===== config.mk =====
export PLATFORM = sky130hd
export DESIGN_NAME = key_scan_to_hid_boot_report
export DESIGN_NICKNAME = d
export VERILOG_FILES = /design/src/rtl/core/khr_pkg.sv /design/src/rtl/core/khr_keymap.sv /design/src/rtl/core/khr_report.sv /design/src/rtl/core/key_scan_to_hid_boot_report.sv
export SDC_FILE = /design/constraint.sdc
export NUM_CORES = 2
export LEC_CHECK = 0
export ABC_AREA = 1
export BUFFER_PORTS_ARGS = -buffer_cell sky130_fd_sc_hd__buf_2
export CORE_AREA = 3 3 509 511
export DETAILED_ROUTE_END_ITERATION = 10
export DIE_AREA = 0 0 512 514
export HOLD_SLACK_MARGIN = 0.02
export PLACE_DENSITY = 0.54
export SYNTH_ARGS = -nofsm -noshare
export SYNTH_HDL_FRONTEND = slang
export SYNTH_SLANG_ARGS = --single-unit

===== constraint.sdc =====
create_clock -name clk -period 5.2 [get_ports clk]
set_clock_uncertainty 0.15 [all_clocks]
set_input_delay 1.04 -clock clk [delete_from_list [all_inputs] [get_ports clk]]
set_output_delay 1.04 -clock clk [all_outputs]
set_load 0.1 [all_outputs]

===== src/rtl/core/khr_pkg.sv =====
// ----------------------------------------------------------------------------
// khr_pkg
// Shared constants, codes and payload types of the key scan to boot report
// block.
// ----------------------------------------------------------------------------
package khr_pkg;

    // keymap geometry
    localparam int HALF_KEYS   = 64;
    localparam int SIDE_SPAN   = 64;
    localparam int LOCAL_W     = $clog2(SIDE_SPAN);
    localparam int STORE_DEPTH = 2 * SIDE_SPAN;
    localparam int ADDR_W      = $clog2(STORE_DEPTH);

    // frame accumulation
    localparam int          SLOT_COUNT  = 6;
    localparam int          SLOT_W      = 3;
    localparam int          COUNT_W     = 9;
    localparam logic [8:0]  COUNTER_CAP = 9'd256;
    localparam logic [7:0]  NONE_MARK   = 8'hFF;

    // item operations
    localparam logic OP_LOAD   = 1'b0;
    localparam logic OP_SAMPLE = 1'b1;

    // configuration register indexes
    localparam int   CFG_INDEX_W     = 1;
    localparam logic REG_PRESS_LEVEL = 1'b0;
    localparam logic REG_SWAP_SIDES  = 1'b1;

    typedef struct packed {
        logic        operation;
        logic [6:0]  entry_address;
        logic        entry_valid;
        logic [7:0]  entry_usage;
        logic [7:0]  entry_modifier;
        logic [15:0] sample_level;
        logic        last_in_frame;
    } item_t;

    typedef struct packed {
        logic [7:0] modifier_bits;
        logic [7:0] key_slot_0;
        logic [7:0] key_slot_1;
        logic [7:0] key_slot_2;
        logic [7:0] key_slot_3;
        logic [7:0] key_slot_4;
        logic [7:0] key_slot_5;
        logic       key_down;
        logic [7:0] first_src;
        logic [7:0] first_key;
    } report_t;

    typedef struct packed {
        logic       valid;
        logic [7:0] usage;
        logic [7:0] modifier;
    } map_entry_t;

    typedef struct packed {
        logic              en;
        logic [ADDR_W-1:0] addr;
        map_entry_t        entry;
    } keymap_wr_t;

    typedef struct packed {
        logic              en;
        logic [ADDR_W-1:0] addr;
    } keymap_rd_t;

    // sample in flight between keymap read and accumulation
    typedef struct packed {
        logic       hit;
        logic       last;
        logic [7:0] source;
        logic [7:0] key_pos;
    } sample_t;

endpackage


===== src/rtl/core/khr_keymap.sv =====
// ----------------------------------------------------------------------------
// khr_keymap
// Keymap store: usage and modifier in a synchronous memory, valid bits in
// flip-flops cleared by reset; one write and one registered read per cycle.
// ----------------------------------------------------------------------------
module khr_keymap (
    input  logic                clk,
    input  logic                rst_n,
    input  khr_pkg::keymap_wr_t wr,
    input  khr_pkg::keymap_rd_t rd,
    output khr_pkg::map_entry_t entry
);
    import khr_pkg::*;

    logic [15:0]            mem [STORE_DEPTH];
    logic [STORE_DEPTH-1:0] valid_reg;
    logic [15:0]            rd_data_reg;
    logic                   rd_valid_reg;

    // payload memory, no reset
    always_ff @(posedge clk)
    begin
        if (wr.en)
        begin
            mem[wr.addr] <= {wr.entry.usage, wr.entry.modifier};
        end
        if (rd.en)
        begin
            rd_data_reg <= mem[rd.addr];
        end
    end

    // per-entry valid bits, all invalid after reset
    always_ff @(posedge clk or negedge rst_n)
    begin
        if (!rst_n)
        begin
            valid_reg    <= '0;
            rd_valid_reg <= 1'b0;
        end
        else
        begin
            if (wr.en)
            begin
                valid_reg[wr.addr] <= wr.entry.valid;
            end
            if (rd.en)
            begin
                rd_valid_reg <= valid_reg[rd.addr];
            end
        end
    end

    assign entry.valid    = rd_valid_reg;
    assign entry.usage    = rd_data_reg[15:8];
    assign entry.modifier = rd_data_reg[7:0];

endmodule


===== src/rtl/core/khr_report.sv =====
// ----------------------------------------------------------------------------
// khr_report
// Frame accumulator: merges one looked-up sample per cycle while step is high
// into the modifier byte, the six usage slots and the first-pressed record.
// ----------------------------------------------------------------------------
module khr_report (
    input  logic                clk,
    input  logic                rst_n,
    input  logic                step,
    input  khr_pkg::sample_t    sample,
    input  khr_pkg::map_entry_t entry,
    output khr_pkg::report_t    frame_report
);
    import khr_pkg::*;

    logic [7:0]        modifier_reg, modifier_next;
    logic [7:0]        slot_reg  [SLOT_COUNT];
    logic [7:0]        slot_next [SLOT_COUNT];
    logic [SLOT_W-1:0] filled_reg, filled_next;
    logic              pressed_reg, pressed_next;
    logic [7:0]        first_source_reg, first_source_next;
    logic [7:0]        first_local_reg, first_local_next;
    logic              hit;
    logic              present;
    logic              take;

    // duplicate check against filled slots
    always_comb
    begin
        hit     = sample.hit && entry.valid;
        present = 1'b0;
        for (int i = 0; i < SLOT_COUNT; i++)
        begin
            if ((SLOT_W'(i) < filled_reg) && (slot_reg[i] == entry.usage))
            begin
                present = 1'b1;
            end
        end
        take = hit && (entry.usage != 8'd0) && !present
            && (filled_reg < SLOT_W'(SLOT_COUNT));
    end

    // accumulator update
    always_comb
    begin
        modifier_next     = modifier_reg | (hit ? entry.modifier : 8'd0);
        pressed_next      = pressed_reg | hit;
        first_source_next = first_source_reg;
        first_local_next  = first_local_reg;
        if (hit && !pressed_reg)
        begin
            first_source_next = sample.source;
            first_local_next  = sample.key_pos;
        end
        filled_next = take ? filled_reg + SLOT_W'(1) : filled_reg;
        for (int i = 0; i < SLOT_COUNT; i++)
        begin
            slot_next[i] = (take && (filled_reg == SLOT_W'(i))) ? entry.usage : slot_reg[i];
        end
    end

    // accumulator registers, cleared at the end of each frame
    always_ff @(posedge clk or negedge rst_n)
    begin
        if (!rst_n)
        begin
            modifier_reg     <= 8'd0;
            filled_reg       <= '0;
            pressed_reg      <= 1'b0;
            first_source_reg <= NONE_MARK;
            first_local_reg  <= NONE_MARK;
            for (int i = 0; i < SLOT_COUNT; i++)
            begin
                slot_reg[i] <= 8'd0;
            end
        end
        else if (step)
        begin
            if (sample.last)
            begin
                modifier_reg     <= 8'd0;
                filled_reg       <= '0;
                pressed_reg      <= 1'b0;
                first_source_reg <= NONE_MARK;
                first_local_reg  <= NONE_MARK;
                for (int i = 0; i < SLOT_COUNT; i++)
                begin
                    slot_reg[i] <= 8'd0;
                end
            end
            else
            begin
                modifier_reg     <= modifier_next;
                filled_reg       <= filled_next;
                pressed_reg      <= pressed_next;
                first_source_reg <= first_source_next;
                first_local_reg  <= first_local_next;
                for (int i = 0; i < SLOT_COUNT; i++)
                begin
                    slot_reg[i] <= slot_next[i];
                end
            end
        end
    end

    // report as it stands after this sample
    assign frame_report.modifier_bits = modifier_next;
    assign frame_report.key_slot_0    = slot_next[0];
    assign frame_report.key_slot_1    = slot_next[1];
    assign frame_report.key_slot_2    = slot_next[2];
    assign frame_report.key_slot_3    = slot_next[3];
    assign frame_report.key_slot_4    = slot_next[4];
    assign frame_report.key_slot_5    = slot_next[5];
    assign frame_report.key_down      = pressed_next;
    assign frame_report.first_src     = first_source_next;
    assign frame_report.first_key     = first_local_next;

endmodule


===== src/rtl/core/key_scan_to_hid_boot_report.sv =====
// ----------------------------------------------------------------------------
// key_scan_to_hid_boot_report
// Builds one USB HID boot keyboard report per scan frame of key levels.
// ----------------------------------------------------------------------------
// Takes one request per clock, loads and samples alike, for as long as the
// report register is free or being drained. A sample reads its keymap entry
// from the synchronous keymap memory in the cycle it is accepted; the lookup
// stage register then hands it to the frame accumulators when that stage
// steps, and the report register loads as the last sample of a frame is
// merged. The only stall is a new frame end meeting a report not yet taken.
// The keymap valid bits clear at reset, so no clearing pass is needed.
// ----------------------------------------------------------------------------
module key_scan_to_hid_boot_report (
    input  logic                                clk,
    input  logic                                rst_n,
    input  logic                                item_valid,
    output logic                                item_ready,
    input  khr_pkg::item_t                      item,
    output logic                                report_valid,
    input  logic                                report_ready,
    output khr_pkg::report_t                    report,
    input  logic                                cfg_valid,
    output logic                                cfg_ready,
    input  logic [khr_pkg::CFG_INDEX_W-1:0]     cfg_index,
    input  logic [15:0]                         cfg_data
);
    import khr_pkg::*;

    logic [15:0]        threshold_reg;
    logic               swap_reg;
    logic [COUNT_W-1:0] count_reg, count_next;
    logic               s1_valid_reg;
    sample_t            s1_reg, s1_next;
    report_t            report_reg;
    logic               report_valid_reg;
    report_t            frame_report;
    keymap_wr_t         wr;
    keymap_rd_t         rd;
    map_entry_t         entry;
    logic               stall;
    logic               accept;
    logic               sample_acc;
    logic               step;
    logic [7:0]         idx;
    logic [7:0]         local_full;
    logic               side;

    // configuration registers
    assign cfg_ready = 1'b1;

    always_ff @(posedge clk or negedge rst_n)
    begin
        if (!rst_n)
        begin
            threshold_reg <= 16'd0;
            swap_reg      <= 1'b0;
        end
        else if (cfg_valid && cfg_ready)
        begin
            case (cfg_index)
                REG_PRESS_LEVEL: threshold_reg <= cfg_data;
                REG_SWAP_SIDES:  swap_reg      <= cfg_data[0];
                default:         ;
            endcase
        end
    end

    // request handshake
    assign stall      = s1_valid_reg && s1_reg.last && report_valid_reg && !report_ready;
    assign item_ready = !stall;
    assign accept     = item_valid && item_ready;
    assign sample_acc = accept && (item.operation == OP_SAMPLE);
    assign step       = s1_valid_reg && !stall;

    // frame index decode and keymap address
    always_comb
    begin
        idx             = count_reg[7:0];
        local_full      = 8'(idx % HALF_KEYS);
        s1_next.source  = 8'(idx / HALF_KEYS);
        s1_next.key_pos = local_full;
        s1_next.last    = item.last_in_frame;
        s1_next.hit     = !count_reg[COUNT_W-1]
            && (item.sample_level >= threshold_reg)
            && (32'(local_full) < SIDE_SPAN);
        side            = (s1_next.source != 8'd0) ^ swap_reg;
        rd.en           = sample_acc;
        rd.addr         = ADDR_W'({side, local_full[LOCAL_W-1:0]});
        wr.en           = accept && (item.operation == OP_LOAD);
        wr.addr         = item.entry_address[ADDR_W-1:0];
        wr.entry.valid    = item.entry_valid;
        wr.entry.usage    = item.entry_usage;
        wr.entry.modifier = item.entry_modifier;
    end

    // saturating sample counter, restarts after the frame end
    always_comb
    begin
        count_next = count_reg;
        if (sample_acc)
        begin
            if (item.last_in_frame)
            begin
                count_next = '0;
            end
            else if (count_reg != COUNTER_CAP)
            begin
                count_next = count_reg + COUNT_W'(1);
            end
        end
    end

    // counter and lookup stage
    always_ff @(posedge clk or negedge rst_n)
    begin
        if (!rst_n)
        begin
            count_reg    <= '0;
            s1_valid_reg <= 1'b0;
        end
        else
        begin
            count_reg <= count_next;
            if (!stall)
            begin
                s1_valid_reg <= sample_acc;
            end
        end
    end

    always_ff @(posedge clk)
    begin
        if (sample_acc)
        begin
            s1_reg <= s1_next;
        end
    end

    khr_keymap u_keymap (
        .clk   (clk),
        .rst_n (rst_n),
        .wr    (wr),
        .rd    (rd),
        .entry (entry)
    );

    khr_report u_report (
        .clk          (clk),
        .rst_n        (rst_n),
        .step         (step),
        .sample       (s1_reg),
        .entry        (entry),
        .frame_report (frame_report)
    );

    // report output register
    always_ff @(posedge clk or negedge rst_n)
    begin
        if (!rst_n)
        begin
            report_valid_reg <= 1'b0;
        end
        else if (step && s1_reg.last)
        begin
            report_valid_reg <= 1'b1;
        end
        else if (report_ready)
        begin
            report_valid_reg <= 1'b0;
        end
    end

    always_ff @(posedge clk)
    begin
        if (step && s1_reg.last)
        begin
            report_reg <= frame_report;
        end
    end

    assign report_valid = report_valid_reg;
    assign report       = report_reg;

endmodule


==> summary.txt <==
Power and ir drop
  – Sw Share: 0.286
  – Sequential share of power: 0.461
  – Max VDD drop: just under 0.4 mV
  – P_leak: 38.2 nW
  – Logic pwr share: 0.159
  – PD cells: 422 nW/um^2
  – Int Power: 33.3 mW
  – Clk pwr share: 0.380
  – Switching pwr: between 10 and 15 mW

GRT
  – GRT overflow: 0
  – Antenna violations before repair: 18
  – Gr usage total: 0.222
  – Number of global-route vias before repair: 61.5k
  – First-pass GRT wire length: 436 mm
  – Largest net degree at the start of global routing: 170

Synth
  – Post-Syn Area: approximately 97000 um^2
  – Mapped Avg Cell Area: 12.0 um^2
  – Cells after Synth: 8054
  – Share of flip-flops with an asynchronous set or reset: 0.0979
  – Post-synth EDFFs: between 2k and 2.5k
  – #FFs+latches synth: 2380
  – Post-synth top area share: 0.667
  – Area leader, netlist: edfxtp_1
  – Yosys warning total: 0
  – Yosys cell types: 48
  – Sequential share of the synthesized area: 0.728
  – Synth top area cells: edfxtp_1, o21ai_0, nor2_1
  – Syn Nets: 8139
  – Top FF cell, synth: edfxtp_1

Finish
  – Non-Filler Instances: 11.8k
  – Ratio of cells with drive above 1 in the final layout: 0.113
  – Synth-to-Final Area Change: 14.2%
  – Nets: 8303
  – Finished Core Util: 0.434
  – Max reg flops: around 2.0k
  – Finished Cell Area: about 110000 um^2

Detailed routing
  – Final WL: 301 mm
  – Routed Antenna Nets: 0
  – Routed WL per cell: about 25 um
  – Drt pass-1 iters: 6
  – DR iter-0 viols: 7872
  – Routed via count: 65.0k
  – Residual DRC: 0
  – Via-per-instance ratio: roughly 5.5

Clock tree
  – PostCTS Resize Cnt: 0
  – Clock-pin slew on the worst setup and hold paths: 0.06 ns
  – Cts bufs inserted: between 200 and 250
  – CTS Sinks: 2380
  – CTS max path bufs: 3
  – H-tree levels: 4
  – Root Buffer: clkbuf_16
  – Setup bufs post-CTS: 0
  – Skew-Pair Late Insertion Delay: 0.90 ns
  – Hold-fix buffers, CTS: 0
  – CTS tree: done

Placement
  – Placed cell count: 11.3k
  – RD Place Congestion: 0.860
  – Pre-CTS setup slack: 1.20 ns
  – Placed cell area: 102000 um^2
  – PortBufs: 138
  – Detailed Place HPWL: about 180 mm

Timing
  – Slew Viols, Final: 0
  – Setup_tns: 0 ns
  – Final setup violation count: 0
  – Slew Limit Headroom: 0.228
  – Period minus WS final: 3.84 ns
  – RSZ-0062 raised after global routing: no
  – Final hold violation count: 0
  – Period utilization: 0.739
  – Final WS setup: 1.36 ns
  – Max Clk Rate: 260 MHz
  – Slew at the pin closest to its max-slew limit: 1.16 ns

Worst setup path
  – Slowest stage delay, CP: 0.66 ns
  – CP Data Arrival Time: 4.43 ns
  – Worst R2R Path Depth: 13
  – CP Launch Point: count_reg[0]$_DFFE_PN0P_
  – Worst Setup EP: u_keymap.rd_data_reg[6]$_DFFE_PP_
  – Critical Path RT: a little under 6 ns
  – Flop-to-flop setup slack: around 1.4 ns
  – Reg2reg end: u_keymap.rd_data_reg[6]$_DFFE_PP_
  – Worst path most repeated cell: nor2_1
  – Worst path slowest cell: dfrtp_4
  – Startpoint Class: flop
  – CP Class: reg2reg
  – Cell Chain, Critical Path: inv_8 -> buf_12 -> buf_4 -> nor2_1 -> nor2_1 -> o21ai_0 -> nand3_1 -> o21ai_0 -> o21ai_0 -> nand3_1 -> nand2_1 -> nor2_1 -> nor2_1
  – Crit path max fanout: ~70
  – Crit. End Element: flop
  – Critical register-to-register path startpoint: count_reg[0]$_DFFE_PN0P_

Worst hold path
  – Min-Delay Path Class: in2async

Floorplanning
  – DIE WIDTH: 512 um
  – Starting Density: 0.380
  – Die ar.: 263000 um^2
  – Die H: 514 um
  – # rows: about 190
  – Core box area: about 250000 um^2
  – I/O pins: 140

Run
  – Max-Cap Viols: 0

Status
  – Run status: completed
[kinds of logic after synthesis]
| kind of cell | synth area share |
|---|---|
| adders and majority gates | 0.00272 |
| other | 0.0000388 |
| DFF | 0.728 |
| and+or+nand+nor | 0.124 |
| AOI/OAI and AO/OA | 0.108 |
| muxes | 0.000104 |
| xor gates and xnor gates | 0.00208 |
| buffers and inverters | 0.0352 |
[layout make-up]
type | count | area [um^2]
fillers | 23300 | 144000
clock inverters | 141 | 1560
repair buffers | 425 | 3510
diodes | 6 | 15.0
inverters | 269 | 1040
well taps | 3366 | 4210
multi-input cells | 4902 | 23200
flip-flops and latches | 2380 | 70300
clock buffers | 318 | 6560
[cells in the mapped netlist, types with 7 or more instances]
master	count
a31oi_1	9
o21ai_1	7
dfrtp_1	217
o211ai_1	217
and2_1	48
nand3_1	385
ha_1	21
or2_2	19
buf_4	30
o21ai_0	1151
a21oi_1	174
inv_2	14
nand4_1	24
nor2_1	1519
nand2_1	947
nor3_1	9
a21o_1	8
edfxtp_1	2147
buf_2	206
buf_6	16
buf_1	37
o221ai_1	10
xnor2_1	21
dfstp_2	16
inv_1	248
o22ai_1	265
o21a_1	29
clkbuf_1	211
[routing by layer]
| layer | vias up | global-route usage | part of all wire |
|---|---|---|---|
| met2 | 2669 | 0.355 | 0.47 |
| met4 | 0 | 0.0621 | 0.028 |
| met5 | - | 0 | 0 |
| met1 | 32800 | 0.318 | 0.43 |
| met3 | 416 | 0.0322 | 0.073 |
| li1 | 29100 | - | - |
[per-stage QoR]
step                      total power [mW]  hold slack (ns)
after floorplan                       26.3            0.270
after global placement                29.2            0.312
after detailed placement              29.3            0.316
after CTS                             46.8           0.0646
after global routing                  48.3            0.106
final                                 46.6           0.0688
[power groups by stage]
stage                     clock, mW  sequential [mW]  combinational (mW)
after floorplan                   0             21.9                4.38
after global placement            0             21.9                7.35
after detailed placement          0             21.9                7.41
after CTS                      17.9             21.5                7.43
after global routing           18.7             21.5                8.09
final                          17.7             21.5                7.42
[worst max-delay path, delay by kind of cell (launching register included)]
kind	cells	cell delay, ns
buffers and inverters	3	1.20
AOI/OAI and AO/OA	3	0.92
DFF	1	0.66
and+or+nand+nor	7	0.58
[cell usage in the layout (no fill, tap or decap), drive strengths merged, types with 110 or more instances in the layout]
| cell type | count |
|---|---|
| o211ai | 217 |
| inv | 263 |
| clkbuf | 318 |
| dfrtp | 217 |
| o22ai | 265 |
| o21ai | 1158 |
| nor2 | 1526 |
| edfxtp | 2147 |
| clkinv | 110 |
| buf | 425 |
| nand3 | 385 |
| a21oi | 175 |
| nand2 | 953 |
[worst min path at each step]
stage                                      from  slack (ns)                          endpoint
3_3_place_gp   u_report.slot_reg[0]$_DFFE_PN0P_        0.31  u_report.slot_reg[0]$_DFFE_PN0P_
5_1_grt                                   rst_n        0.11      threshold_reg[0]$_DFFE_PN0P_
3_5_place_dp   u_report.slot_reg[6]$_DFFE_PN0P_        0.32  u_report.slot_reg[6]$_DFFE_PN0P_
2_1_floorplan          count_reg[2]$_DFFE_PN0P_        0.27               s1_reg[2]$_DFFE_PP_
4_1_cts                                   rst_n        0.06     threshold_reg[12]$_DFFE_PN0P_
6_report                                  rst_n        0.07      threshold_reg[0]$_DFFE_PN0P_
No activity file was read; power rests on OpenSTA's default activity.
